[src/msh_pkg.sv]
// Shared opcodes, MessagePack type bytes and the encoded-item descriptor.
`default_nettype none
package msh_pkg;

  localparam int OpWidth    = 3;
  localparam int ValueWidth = 64;
  localparam int ByteWidth  = 8;
  localparam int CountWidth = 4;

  localparam logic [OpWidth-1:0] OP_NULL  = 3'd0;
  localparam logic [OpWidth-1:0] OP_BOOL  = 3'd1;
  localparam logic [OpWidth-1:0] OP_SINT  = 3'd2;
  localparam logic [OpWidth-1:0] OP_UINT  = 3'd3;
  localparam logic [OpWidth-1:0] OP_STR   = 3'd4;
  localparam logic [OpWidth-1:0] OP_ARRAY = 3'd5;
  localparam logic [OpWidth-1:0] OP_MAP   = 3'd6;

  localparam logic [ByteWidth-1:0] MP_NIL    = 8'hC0;
  localparam logic [ByteWidth-1:0] MP_FALSE  = 8'hC2;
  localparam logic [ByteWidth-1:0] MP_TRUE   = 8'hC3;
  localparam logic [ByteWidth-1:0] MP_UINT8  = 8'hCC;
  localparam logic [ByteWidth-1:0] MP_UINT16 = 8'hCD;
  localparam logic [ByteWidth-1:0] MP_UINT32 = 8'hCE;
  localparam logic [ByteWidth-1:0] MP_UINT64 = 8'hCF;
  localparam logic [ByteWidth-1:0] MP_INT8   = 8'hD0;
  localparam logic [ByteWidth-1:0] MP_INT16  = 8'hD1;
  localparam logic [ByteWidth-1:0] MP_INT32  = 8'hD2;
  localparam logic [ByteWidth-1:0] MP_INT64  = 8'hD3;
  localparam logic [ByteWidth-1:0] MP_STR8   = 8'hD9;
  localparam logic [ByteWidth-1:0] MP_STR16  = 8'hDA;
  localparam logic [ByteWidth-1:0] MP_STR32  = 8'hDB;
  localparam logic [ByteWidth-1:0] MP_ARR16  = 8'hDC;
  localparam logic [ByteWidth-1:0] MP_ARR32  = 8'hDD;
  localparam logic [ByteWidth-1:0] MP_MAP16  = 8'hDE;
  localparam logic [ByteWidth-1:0] MP_MAP32  = 8'hDF;
  localparam logic [ByteWidth-1:0] MP_FIXSTR = 8'hA0;
  localparam logic [ByteWidth-1:0] MP_FIXARR = 8'h90;
  localparam logic [ByteWidth-1:0] MP_FIXMAP = 8'h80;

  typedef struct packed {
    logic                  valid;
    logic [ByteWidth-1:0]  type_byte;
    logic [ValueWidth-1:0] payload;
    logic [CountWidth-1:0] nbytes;
  } enc_desc_t;

endpackage
`default_nettype wire

[src/msh_classify.sv]
// Picks the shortest encoding of one item: type byte, left-aligned payload, byte count.
`default_nettype none
module msh_classify (
  input  wire logic [msh_pkg::OpWidth-1:0]    op,
  input  wire logic [msh_pkg::ValueWidth-1:0] value,
  output msh_pkg::enc_desc_t                  desc
);

  logic signed [msh_pkg::ValueWidth-1:0] sv;
  logic [31:0] len;

  assign sv  = $signed(value);
  assign len = value[31:0];

  function automatic msh_pkg::enc_desc_t mk(
    input logic [msh_pkg::ByteWidth-1:0]  tb,
    input logic [msh_pkg::ValueWidth-1:0] v,
    input logic [msh_pkg::CountWidth-1:0] n
  );
    msh_pkg::enc_desc_t d;
    d.valid     = 1'b1;
    d.type_byte = tb;
    d.nbytes    = n;
    unique case (n)
      4'd1:    d.payload = {v[7:0], 56'h0};
      4'd2:    d.payload = {v[15:0], 48'h0};
      4'd4:    d.payload = {v[31:0], 32'h0};
      4'd8:    d.payload = v;
      default: d.payload = '0;
    endcase
    return d;
  endfunction

  always_comb begin
    desc = '0;
    unique case (op)
      msh_pkg::OP_NULL: desc = mk(msh_pkg::MP_NIL, '0, 4'd0);
      msh_pkg::OP_BOOL: desc = mk(value[0] ? msh_pkg::MP_TRUE : msh_pkg::MP_FALSE, '0, 4'd0);
      msh_pkg::OP_SINT: begin
        priority if (sv >= -64'sd32 && sv <= 64'sd127)
          desc = mk(value[7:0], '0, 4'd0);
        else if (sv >= -64'sd128 && sv < -64'sd32)
          desc = mk(msh_pkg::MP_INT8, value, 4'd1);
        else if (sv >= 64'sd128 && sv <= 64'sd255)
          desc = mk(msh_pkg::MP_UINT8, value, 4'd1);
        else if (sv >= -64'sd32768 && sv <= 64'sd32767)
          desc = mk(msh_pkg::MP_INT16, value, 4'd2);
        else if (sv >= 64'sd32768 && sv <= 64'sd65535)
          desc = mk(msh_pkg::MP_UINT16, value, 4'd2);
        else if (sv >= -64'sd2147483648 && sv <= 64'sd2147483647)
          desc = mk(msh_pkg::MP_INT32, value, 4'd4);
        else if (sv >= 64'sd2147483648 && sv <= 64'sd4294967295)
          desc = mk(msh_pkg::MP_UINT32, value, 4'd4);
        else
          desc = mk(msh_pkg::MP_INT64, value, 4'd8);
      end
      msh_pkg::OP_UINT: begin
        priority if (value < 64'h80)
          desc = mk(value[7:0], '0, 4'd0);
        else if (value < 64'h100)
          desc = mk(msh_pkg::MP_UINT8, value, 4'd1);
        else if (value < 64'h1_0000)
          desc = mk(msh_pkg::MP_UINT16, value, 4'd2);
        else if (value < 64'h1_0000_0000)
          desc = mk(msh_pkg::MP_UINT32, value, 4'd4);
        else
          desc = mk(msh_pkg::MP_UINT64, value, 4'd8);
      end
      msh_pkg::OP_STR: begin
        priority if (len == 32'h0)
          desc = mk(msh_pkg::MP_NIL, '0, 4'd0);
        else if (len < 32'h20)
          desc = mk(msh_pkg::MP_FIXSTR | len[7:0], '0, 4'd0);
        else if (len < 32'h100)
          desc = mk(msh_pkg::MP_STR8, value, 4'd1);
        else if (len < 32'h1_0000)
          desc = mk(msh_pkg::MP_STR16, value, 4'd2);
        else
          desc = mk(msh_pkg::MP_STR32, value, 4'd4);
      end
      msh_pkg::OP_ARRAY: begin
        priority if (len == 32'h0)
          desc = mk(msh_pkg::MP_NIL, '0, 4'd0);
        else if (len < 32'h10)
          desc = mk(msh_pkg::MP_FIXARR | len[7:0], '0, 4'd0);
        else if (len < 32'h1_0000)
          desc = mk(msh_pkg::MP_ARR16, value, 4'd2);
        else
          desc = mk(msh_pkg::MP_ARR32, value, 4'd4);
      end
      msh_pkg::OP_MAP: begin
        priority if (len == 32'h0)
          desc = mk(msh_pkg::MP_NIL, '0, 4'd0);
        else if (len < 32'h10)
          desc = mk(msh_pkg::MP_FIXMAP | len[7:0], '0, 4'd0);
        else if (len < 32'h1_0000)
          desc = mk(msh_pkg::MP_MAP16, value, 4'd2);
        else
          desc = mk(msh_pkg::MP_MAP32, value, 4'd4);
      end
      default: desc = '0;
    endcase
  end

endmodule
`default_nettype wire

[src/msh_serializer.sv]
// Byte serializer: emits the type byte, then the payload most significant byte first.
`default_nettype none
module msh_serializer (
  input  wire logic                         clk,
  input  wire logic                         rst,
  input  wire logic                         load,
  input  wire msh_pkg::enc_desc_t           desc,
  output logic                              ready,
  output logic                              strobe,
  output logic [msh_pkg::ByteWidth-1:0]     out_byte,
  output logic                              last
);

  logic [msh_pkg::ValueWidth-1:0] shreg;
  logic [msh_pkg::CountWidth-1:0] remain;

  assign ready = (remain == '0);

  always_ff @(posedge clk) begin
    if (rst) begin
      strobe <= 1'b0;
      remain <= '0;
    end else if (load) begin
      strobe   <= 1'b1;
      out_byte <= desc.type_byte;
      last     <= (desc.nbytes == '0);
      shreg    <= desc.payload;
      remain   <= desc.nbytes;
    end else if (remain != '0) begin
      strobe   <= 1'b1;
      out_byte <= shreg[msh_pkg::ValueWidth-1 -: msh_pkg::ByteWidth];
      shreg    <= {shreg[msh_pkg::ValueWidth-msh_pkg::ByteWidth-1:0],
                   {msh_pkg::ByteWidth{1'b0}}};
      last     <= (remain == msh_pkg::CountWidth'(1));
      remain   <= remain - msh_pkg::CountWidth'(1);
    end else begin
      strobe <= 1'b0;
    end
  end

endmodule
`default_nettype wire

[src/msgpack_scalar_header_encoder.sv]
// Top level: MessagePack scalar and header encoder.
//
// Usage:
//   Present op and value with start high; the transaction is taken at a
//   rising edge where start is high and busy is low. Each item produces a
//   stream of bytes on out_byte, each valid for one cycle with strobe high,
//   type byte first, then the payload most significant byte first; last
//   marks the final byte. An unused op produces no bytes.
//   The item is held in the input register and classified combinationally;
//   its first byte is registered by the serializer once that is ready.
//   Throughput: an item of N bytes (1, 2, 3, 5 or 9) occupies the byte
//   serializer until its last byte; items stream with no gap between them,
//   so a new transaction is taken each cycle while items are single-byte.
//   busy rises while the input register holds an item waiting for the
//   serializer.
//   Reset (synchronous, rst high) drops any held item and in-flight bytes.
//   The receiver cannot stall; every strobe cycle is a delivered byte.
`default_nettype none
module msgpack_scalar_header_encoder (
  input  wire logic                          clk,
  input  wire logic                          rst,
  input  wire logic                          start,
  output logic                               busy,
  input  wire logic [msh_pkg::OpWidth-1:0]    op,
  input  wire logic [msh_pkg::ValueWidth-1:0] value,
  output logic                               strobe,
  output logic [msh_pkg::ByteWidth-1:0]      out_byte,
  output logic                               last
);

  logic                           in_valid;
  logic [msh_pkg::OpWidth-1:0]    op_q;
  logic [msh_pkg::ValueWidth-1:0] value_q;
  msh_pkg::enc_desc_t             desc;
  logic                           ser_ready;
  logic                           take;
  logic                           load;

  msh_classify u_classify (
    .op    (op_q),
    .value (value_q),
    .desc  (desc)
  );

  assign take = in_valid && (ser_ready || !desc.valid);
  assign load = in_valid && ser_ready && desc.valid;
  assign busy = in_valid && !take;

  always_ff @(posedge clk) begin
    if (rst) begin
      in_valid <= 1'b0;
    end else if (start && !busy) begin
      in_valid <= 1'b1;
      op_q     <= op;
      value_q  <= value;
    end else if (take) begin
      in_valid <= 1'b0;
    end
  end

  msh_serializer u_serializer (
    .clk      (clk),
    .rst      (rst),
    .load     (load),
    .desc     (desc),
    .ready    (ser_ready),
    .strobe   (strobe),
    .out_byte (out_byte),
    .last     (last)
  );

endmodule
`default_nettype wire

[config.mk]
export PLATFORM = sky130hd
export DESIGN_NAME = msgpack_scalar_header_encoder
export DESIGN_NICKNAME = d
export VERILOG_FILES = /design/src/msh_pkg.sv /design/src/msh_classify.sv /design/src/msh_serializer.sv /design/src/msgpack_scalar_header_encoder.sv
export SDC_FILE = /design/constraint.sdc
export NUM_CORES = 1
export LEC_CHECK = 0
export BUFFER_PORTS_ARGS = -buffer_cell sky130_fd_sc_hd__buf_2
export CORE_UTILIZATION = 50
export CTS_BUF_LIST = sky130_fd_sc_hd__clkbuf_16
export CTS_CLUSTER_DIAMETER = 80
export DETAILED_ROUTE_END_ITERATION = 10
export PLACE_DENSITY_LB_ADDON = 0.12
export SYNTH_ARGS = -nofsm -noshare
export SYNTH_HDL_FRONTEND = slang
export SYNTH_SLANG_ARGS = --single-unit
[constraint.sdc]
create_clock -name clk -period 10.7 [get_ports clk]
set_clock_uncertainty 0.05 [all_clocks]
set_input_delay 2.14 -clock clk [delete_from_list [all_inputs] [get_ports clk]]
set_output_delay 2.14 -clock clk [all_outputs]
set_load 0.05 [all_outputs]
# Word level (Yosys, flattened, before mapping)
# Index checks and enable logic that the tools add are counted.
totals:
  latch_bits: 0
  ramBits: 0
  out_inout_bits: 11
  mem_count: 0
  romBits: 0
  reg_bits: 146
  in_bits: 70
op_classes:
  add_sub_neg: 1
  div_mod_pow: 0
  reduce_logical: 25
  bitwise_logic: 1
  shift: 0
  n_mul: 0
  order_cmp: 22
  eq_ne: 7
  n_mux: 35
ops:
  columns: ["op", "count"]
  rows:
  - ["2-to-1 mux 77 bit", 16]
  - ["case mux 77 bit (7 select lines)", 1]
  - ["2-to-1 mux 69 bit", 4]
  - ["2-to-1 mux 64 bit", 2]
  - ["2-to-1 mux 73 bit", 1]
  - ["greater-or-equal comparator 64 x 16 -> 1 bit, second input constant", 1]
  - ["greater-or-equal comparator 64 x 17 -> 1 bit, second input constant", 1]
  - ["greater-or-equal comparator 64 x 32 -> 1 bit, second input constant", 1]
  - ["greater-or-equal comparator 64 x 33 -> 1 bit, second input constant", 1]
  - ["greater-or-equal comparator 64 x 6 -> 1 bit, second input constant", 1]
  - ["greater-or-equal comparator 64 x 8 -> 1 bit, second input constant", 1]
  - ["greater-or-equal comparator 64 x 9 -> 1 bit, second input constant", 1]
  - ["<= comparator 64 x 16 -> 1 bit, second input constant", 1]
  - ["<= comparator 64 x 17 -> 1 bit, second input constant", 1]
  - ["<= comparator 64 x 32 -> 1 bit, second input constant", 1]
  - ["<= comparator 64 x 33 -> 1 bit, second input constant", 1]
  - ["<= comparator 64 x 8 -> 1 bit, second input constant", 1]
  - ["<= comparator 64 x 9 -> 1 bit, second input constant", 1]
  - ["< comparator 64 x 17 -> 1 bit, second input constant", 1]
  - ["< comparator 64 x 33 -> 1 bit, second input constant", 1]
  - ["< comparator 64 x 6 -> 1 bit, second input constant", 1]
  - ["< comparator 64 x 8 -> 1 bit, second input constant", 1]
  - ["< comparator 64 x 9 -> 1 bit, second input constant", 1]
  - ["logical NOT 32 bit", 1]
  - ["21 further kinds", 48]

# Depth between registers and ports, before layout
depth:
  depth_word: 18
  ltp_mapped: 10

# Modules after synthesis
# Synthesis repeated with hierarchy kept, for this count alone.
unflattened:
  cells_unflattened: 591
  hier_area_um2: 7425.9
by_module_without_submodules:
  columns: ["module", "area_per_inst_um2", "cells_per_inst", "seq_area_each_um2", "instances"]
  rows:
  - ["msh_serializer", 3319.4, 187, 2292.2, 1]
  - ["msgpack_scalar_header_encoder", 2072.0, 72, 2031.9, 1]
  - ["msh_classify", 2034.5, 332, 0.0, 1]

# Worst setup path after synthesis
# Ideal clock, no wire load.
synth_path:
  path_type: "input to register"
  start: "input rst"
  end: "register op_q[0] (netlist bit), enable pin"
  path_buffers: 0
  arrival_time_ps: 7058
  setup_time_ps: 590
  slack_ps: 3003
  path_stages: 1
  required_ps: 10060
  path_cell_list: "nor3b_1"
synth_between:
  elab_chain_len: 2
synth_lines:
  columns: ["item", "line", "text"]
  rows:
  - ["start: declaration", "msgpack_scalar_header_encoder.sv:21", "input wire logic rst,"]
  - ["inverter 1 bit (no source line)", null, null]
  - ["AND reduction 2 bit (no source line)", null, null]
  - ["end signal: assignment", "msgpack_scalar_header_encoder.sv:54", "op_q <= op;"]
  - ["end: declaration", "msgpack_scalar_header_encoder.sv:32", "logic [msh_pkg::OpWidth-1:0] op_q;"]
# No other way between the ends.
# A chain may end at the register's enable or synchronous reset.

# Worst setup path after layout
layout_path:
  start: "register op_q[1] (netlist bit)"
  end: "output busy"
layout_between:
  elab_chain_len: 7
layout_lines:
  columns: ["item", "line", "text"]
  rows:
  - ["== test 3 bit, or another cell as far along", "msh_classify.sv:36", "unique case (op)"]
  - ["case mux 77 bit (7 select lines) (*)", "msh_classify.sv:36", null]
  - ["logical NOT 1 bit (*)", "msgpack_scalar_header_encoder.sv:45", "assign take = in_valid && (ser_ready || !desc.valid);"]
  - ["logical OR 1 bit (*)", "msgpack_scalar_header_encoder.sv:45", null]
  - ["logical AND 1 bit (*)", "msgpack_scalar_header_encoder.sv:45", null]
  - ["logical NOT 1 bit (*)", "msgpack_scalar_header_encoder.sv:47", "assign busy = in_valid && !take;"]
  - ["logical AND 1 bit (*)", "msgpack_scalar_header_encoder.sv:47", null]
  - ["end: declaration", "msgpack_scalar_header_encoder.sv:23", "output logic busy,"]
# Every way passes the cells marked *; elsewhere a longest branch is shown, timed or not.

==> results.md <==
Outcome:
- The run finished with clean final reports.

Yosys:
- Counting every instance in the synthesized netlist gives 629.
- The total standard cell area after synthesis is 0.00726 mm².
- The share of synthesized registers carrying an async set or reset is 0%.
- The fraction of the mapped netlist area in compound gates is 19.6%.
- The fraction of the yosys area taken by sequential cells is 59.6%.
- The multiplexer fraction of the synthesized cell area is 1.28%.
- The share of the synthesized area in the top cell type is 57.9%.
- The register bit total from synthesis is 146.
- After synthesis, the cell types taking the most area are edfxtp_1 58%, nor2_1 4.0%, a21oi_1 3.3%.
- The primary flip-flop cell chosen by synthesis mapping is edfxtp_1.
- The number of library cell types mapped by synthesis is 68.
- Of all cell types, the one taking the most synthesized area is edfxtp_1.
- During synthesis, Yosys emitted a total of 0 warnings.
- The synthesized-area fraction occupied by adder cells is 0.345%.
- Counting flops with a built-in enable in the synthesized netlist gives 140.
- The dominant combinational cell family by area after synthesis is compound AO/OA/AOI/OAI gates.
- Summing the areas of all and, or, nand and nor instances in the mapped netlist gives 15.9% of the synthesized area.
- The number of nets in the synthesized netlist is 701.
- The post-synthesis xor/xnor area fraction is 0.241%.
- The mean cell area of the mapped netlist is 11.5 µm².

Worst setup path:
- The critical path ends at busy.
- The startpoint of the most critical register-to-register path is value_q[36].
- The register-to-register setup slack is 7.20 ns.
- The worst setup path is of the reg -> out kind.
- The highest cell delay on the worst timing path is 0.57 ns.
- The largest individual stage delay along the critical path comes from the cell edfxtp_1.
- The worst setup path is launched from a flip-flop.
- The worst setup path is captured at an output pin.
- For the worst setup path, the data required time is 8.51 ns.
- The worst reg2reg path endpoint is u_serializer.shreg[62].
- Walking the worst path, the cells encountered are nand3_1 > nand2_1 > nor2_1 > buf_2.
- For the worst setup path, the data arrival time is 2.05 ns.
- In this run the worst path has a maximum fanout of 15.
- The launch point of the worst path is op_q[1].
- The logic depth of the worst register-to-register path is 7.

Detailed routing:
- For this block, the routed nets add up to 22000 µm of wire.
- The detailed route wirelength on metal3 is 2300 µm.
- The count of TritonRoute iterations in the first routing pass is 5.
- Summing over every cut layer, the via total after detailed routing is 5907.
- Dividing the detail-routed wire length by the instance count gives 24.8 µm.
- The count of nets left with antenna violations once routing finished came out at 0.
- The number of vias per cell is 6.67.
- Detailed routing placed a total of 9920 µm of wire on met2.
- After the first detailed-routing iteration, the DRC count stood at 720.
- The topmost layer with routed signal wires is met4.
- For this block, wires on met1 add up to 9080 µm.
- After detailed routing, the number of remaining DRC violations is 0.

CTS:
- Clock-pin slew was measured on the worst setup and hold paths at 0.06 ns.
- The clock reaches the later pin of the worst-skew pair after 0.42 ns.
- TritonCTS built the clock tree.
- After clock tree synthesis, the flow added hold-fix buffers numbering 0.
- In this run the post-CTS setup repair buffer count came out at 0.
- Gates resized during post-CTS repair numbered 0.
- The number of levels the H-tree was split into is 4.
- The deepest clock path buffer count is 2.
- The clock tree root buffer cell is clkbuf_16.
- The tree built by TritonCTS fans out to 146 sinks.
- Counting the buffers created by CTS gives 17.

Min path:
- The worst hold path belongs to the class reg -> reg.

GRT:
- Global routing finished with a remaining overflow of 0.
- The largest net degree at the start of global routing is 75.
- The number of antenna violations at the first check in global routing was 0.
- The via count of the first global-routing pass is 5621.
- The aggregate global-route resource usage is 31.2%.
- The first global-routing pass estimated 33200 µm of wire.

Floorplan:
- The die is 122 µm tall.
- The area of the die is 0.0150 mm².
- The die is 122 µm wide.
- The initial core utilization is 51.7%.
- The total area inside the core boundary comes to 0.0140 mm².
- In this run the core area contains 43 standard-cell rows.
- For this design the top-level I/O count stands at 81.

Pwr:
- The maximum vdd ir drop is 0.125 mV.
- The leakage power total is 2.95 nW.
- Power spread over the standard cell area amounts to 234 mW/mm².

STA:
- The worst path in the final design needs a cycle of 4.24 ns, including I/O delays and setup.
- The final number of max-transition violations is 0.
- The worst pin sits at a relative slew slack of 22.4%.
- Timing would allow up to 236 MHz.
- The number of endpoints with negative hold slack in the final report came to 0.
- Setup repair after global routing left no endpoint under its margin.
- The total negative setup slack is 0 ns.
- The worst path uses 39.6% of the clock period.
- Setup violations remaining at the end of the flow were counted as 0.
- For the pin with the worst max-slew slack, the measured transition is 1.16 ns.

Place:
- The final weighted congestion in routability-driven placement is 0.953.
- The number of port buffers is 80.
- The half-perimeter wire length of the detailed placement result is 15000 µm.

Final layout:
- The post-route netlist has 19.8% of its cells at a drive strength greater than 1.
- The relative area change from synthesis to final layout is 16.2%.
- The most frequent standard cell in the layout excluding fill and tap cells is edfxtp_1.
- Leaving out fill and tap cells, the most frequent cells in the layout are 140 x edfxtp_1, 80 x buf_2, 77 x nor2_1.
- The antenna diode instance count is 0.
- The end-of-flow core utilization is 60.1%.
- The filler cell count in the final layout is 1155.
- The number of nets in the layout is 765.

Job:
- The count of max-cap constraint violations is 0.
==> power by group <==
part | internal, mW | switching (mW) | total, mW
Sequential | 0.816 | 0.0851 | 0.901
Clock | 0.421 | 0.247 | 0.669
Combinational | 0.146 | 0.258 | 0.405
==> sequential cells by signal, indices dropped and copies added, names as in the netlist <==
signal                 cells
u_serializer.out_byte      8
u_serializer.strobe        1
op_q                       3
in_valid                   1
u_serializer.remain        4
u_serializer.shreg        64
u_serializer.last          1
value_q                   64
==> worst min-delay path by stage <==
stage / startpoint / to / slack [ns] / cells past startpoint
floorplan: u_serializer.shreg[28] / u_serializer.shreg[36] / 0.45 / 2
global placement: u_serializer.shreg[11] / u_serializer.shreg[19] / 0.47 / 1
detailed placement: u_serializer.shreg[22] / u_serializer.shreg[30] / 0.48 / 1
CTS: u_serializer.shreg[18] / u_serializer.shreg[26] / 0.49 / 1
global route: u_serializer.shreg[5] / u_serializer.shreg[13] / 0.50 / 1
finish: u_serializer.shreg[5] / u_serializer.shreg[13] / 0.50 / 1
==> synthesized netlist by cell type (3+ instances only) <==
master,count
a211oi_1,10
a21o_1,7
a21oi_1,48
a221oi_1,15
a22o_1,25
a311oi_1,6
a31oi_1,5
and2_1,13
and3_1,5
buf_2,7
buf_4,3
buf_6,3
clkbuf_1,26
dfxtp_1,6
edfxtp_1,140
inv_1,8
mux2i_1,7
nand2_1,40
nand3_1,13
nand4_1,21
nor2_1,78
nor2b_1,7
nor3_1,16
nor4_1,13
o21ai_0,20
o21ai_1,8
o22a_1,10
o22ai_1,5
o32a_1,9
or3_1,3
==> cell type report <==
class | count | area, µm² | area share [%]
Sequential cell | 146 | 4320 | 51.3
Clock inverter | 15 | 243 | 2.88
Tap cell | 180 | 225 | 2.67
Inverter | 8 | 30.0 | 0.356
Timing Repair Buffer | 86 | 445 | 5.28
Multi-Input combinational cell | 434 | 2740 | 32.5
Clock buffer | 17 | 425 | 5.04
==> per-stage QoR <==
| stage | total power [mW] | setup slack [ns] | std cells | hold WS [ns] | instance area [µm²] |
|---|---|---|---|---|---|
| 2_1_floorplan | 1.18 | 3.00 | 629 | 0.453 | 7260 |
| 3_3_place_gp | 1.30 | 7.03 | 854 | 0.474 | 7770 |
| 3_5_place_dp | 1.31 | 6.93 | 854 | 0.480 | 7770 |
| 4_1_cts | 1.98 | 6.47 | 886 | 0.492 | 8440 |
| 5_1_grt | 2.05 | 6.34 | 886 | 0.502 | 8440 |
| 6_report | 1.97 | 6.46 | 886 | 0.495 | 8440 |
==> kinds of logic (layout without fill, tap and decap cells) <==
group                      after synthesis  in the layout
buffers and inverters                   49            126
AOI/OAI and AO/OA                      193            193
and+or+nand+nor                        228            228
adders and majority gates                2              2
DFF                                    146            146
muxes                                    9              9
xor gates and xnor gates                 2              2
==> layer usage <==
metal  GRT usage, %  vias to the layer above
li1               -                     2619
met1           42.2                     2892
met2           46.3                      346
met3           9.34                       50
met4           13.4                        0
met5              0                        -
==> worst max-delay path: cells and delay by family, from the launching register on <==
family,cells,cell delay (ns)
buf+inv,1,0.32
flops,1,0.57
simple gates,3,0.73
Note: power is estimated with default switching activity, not from simulation.
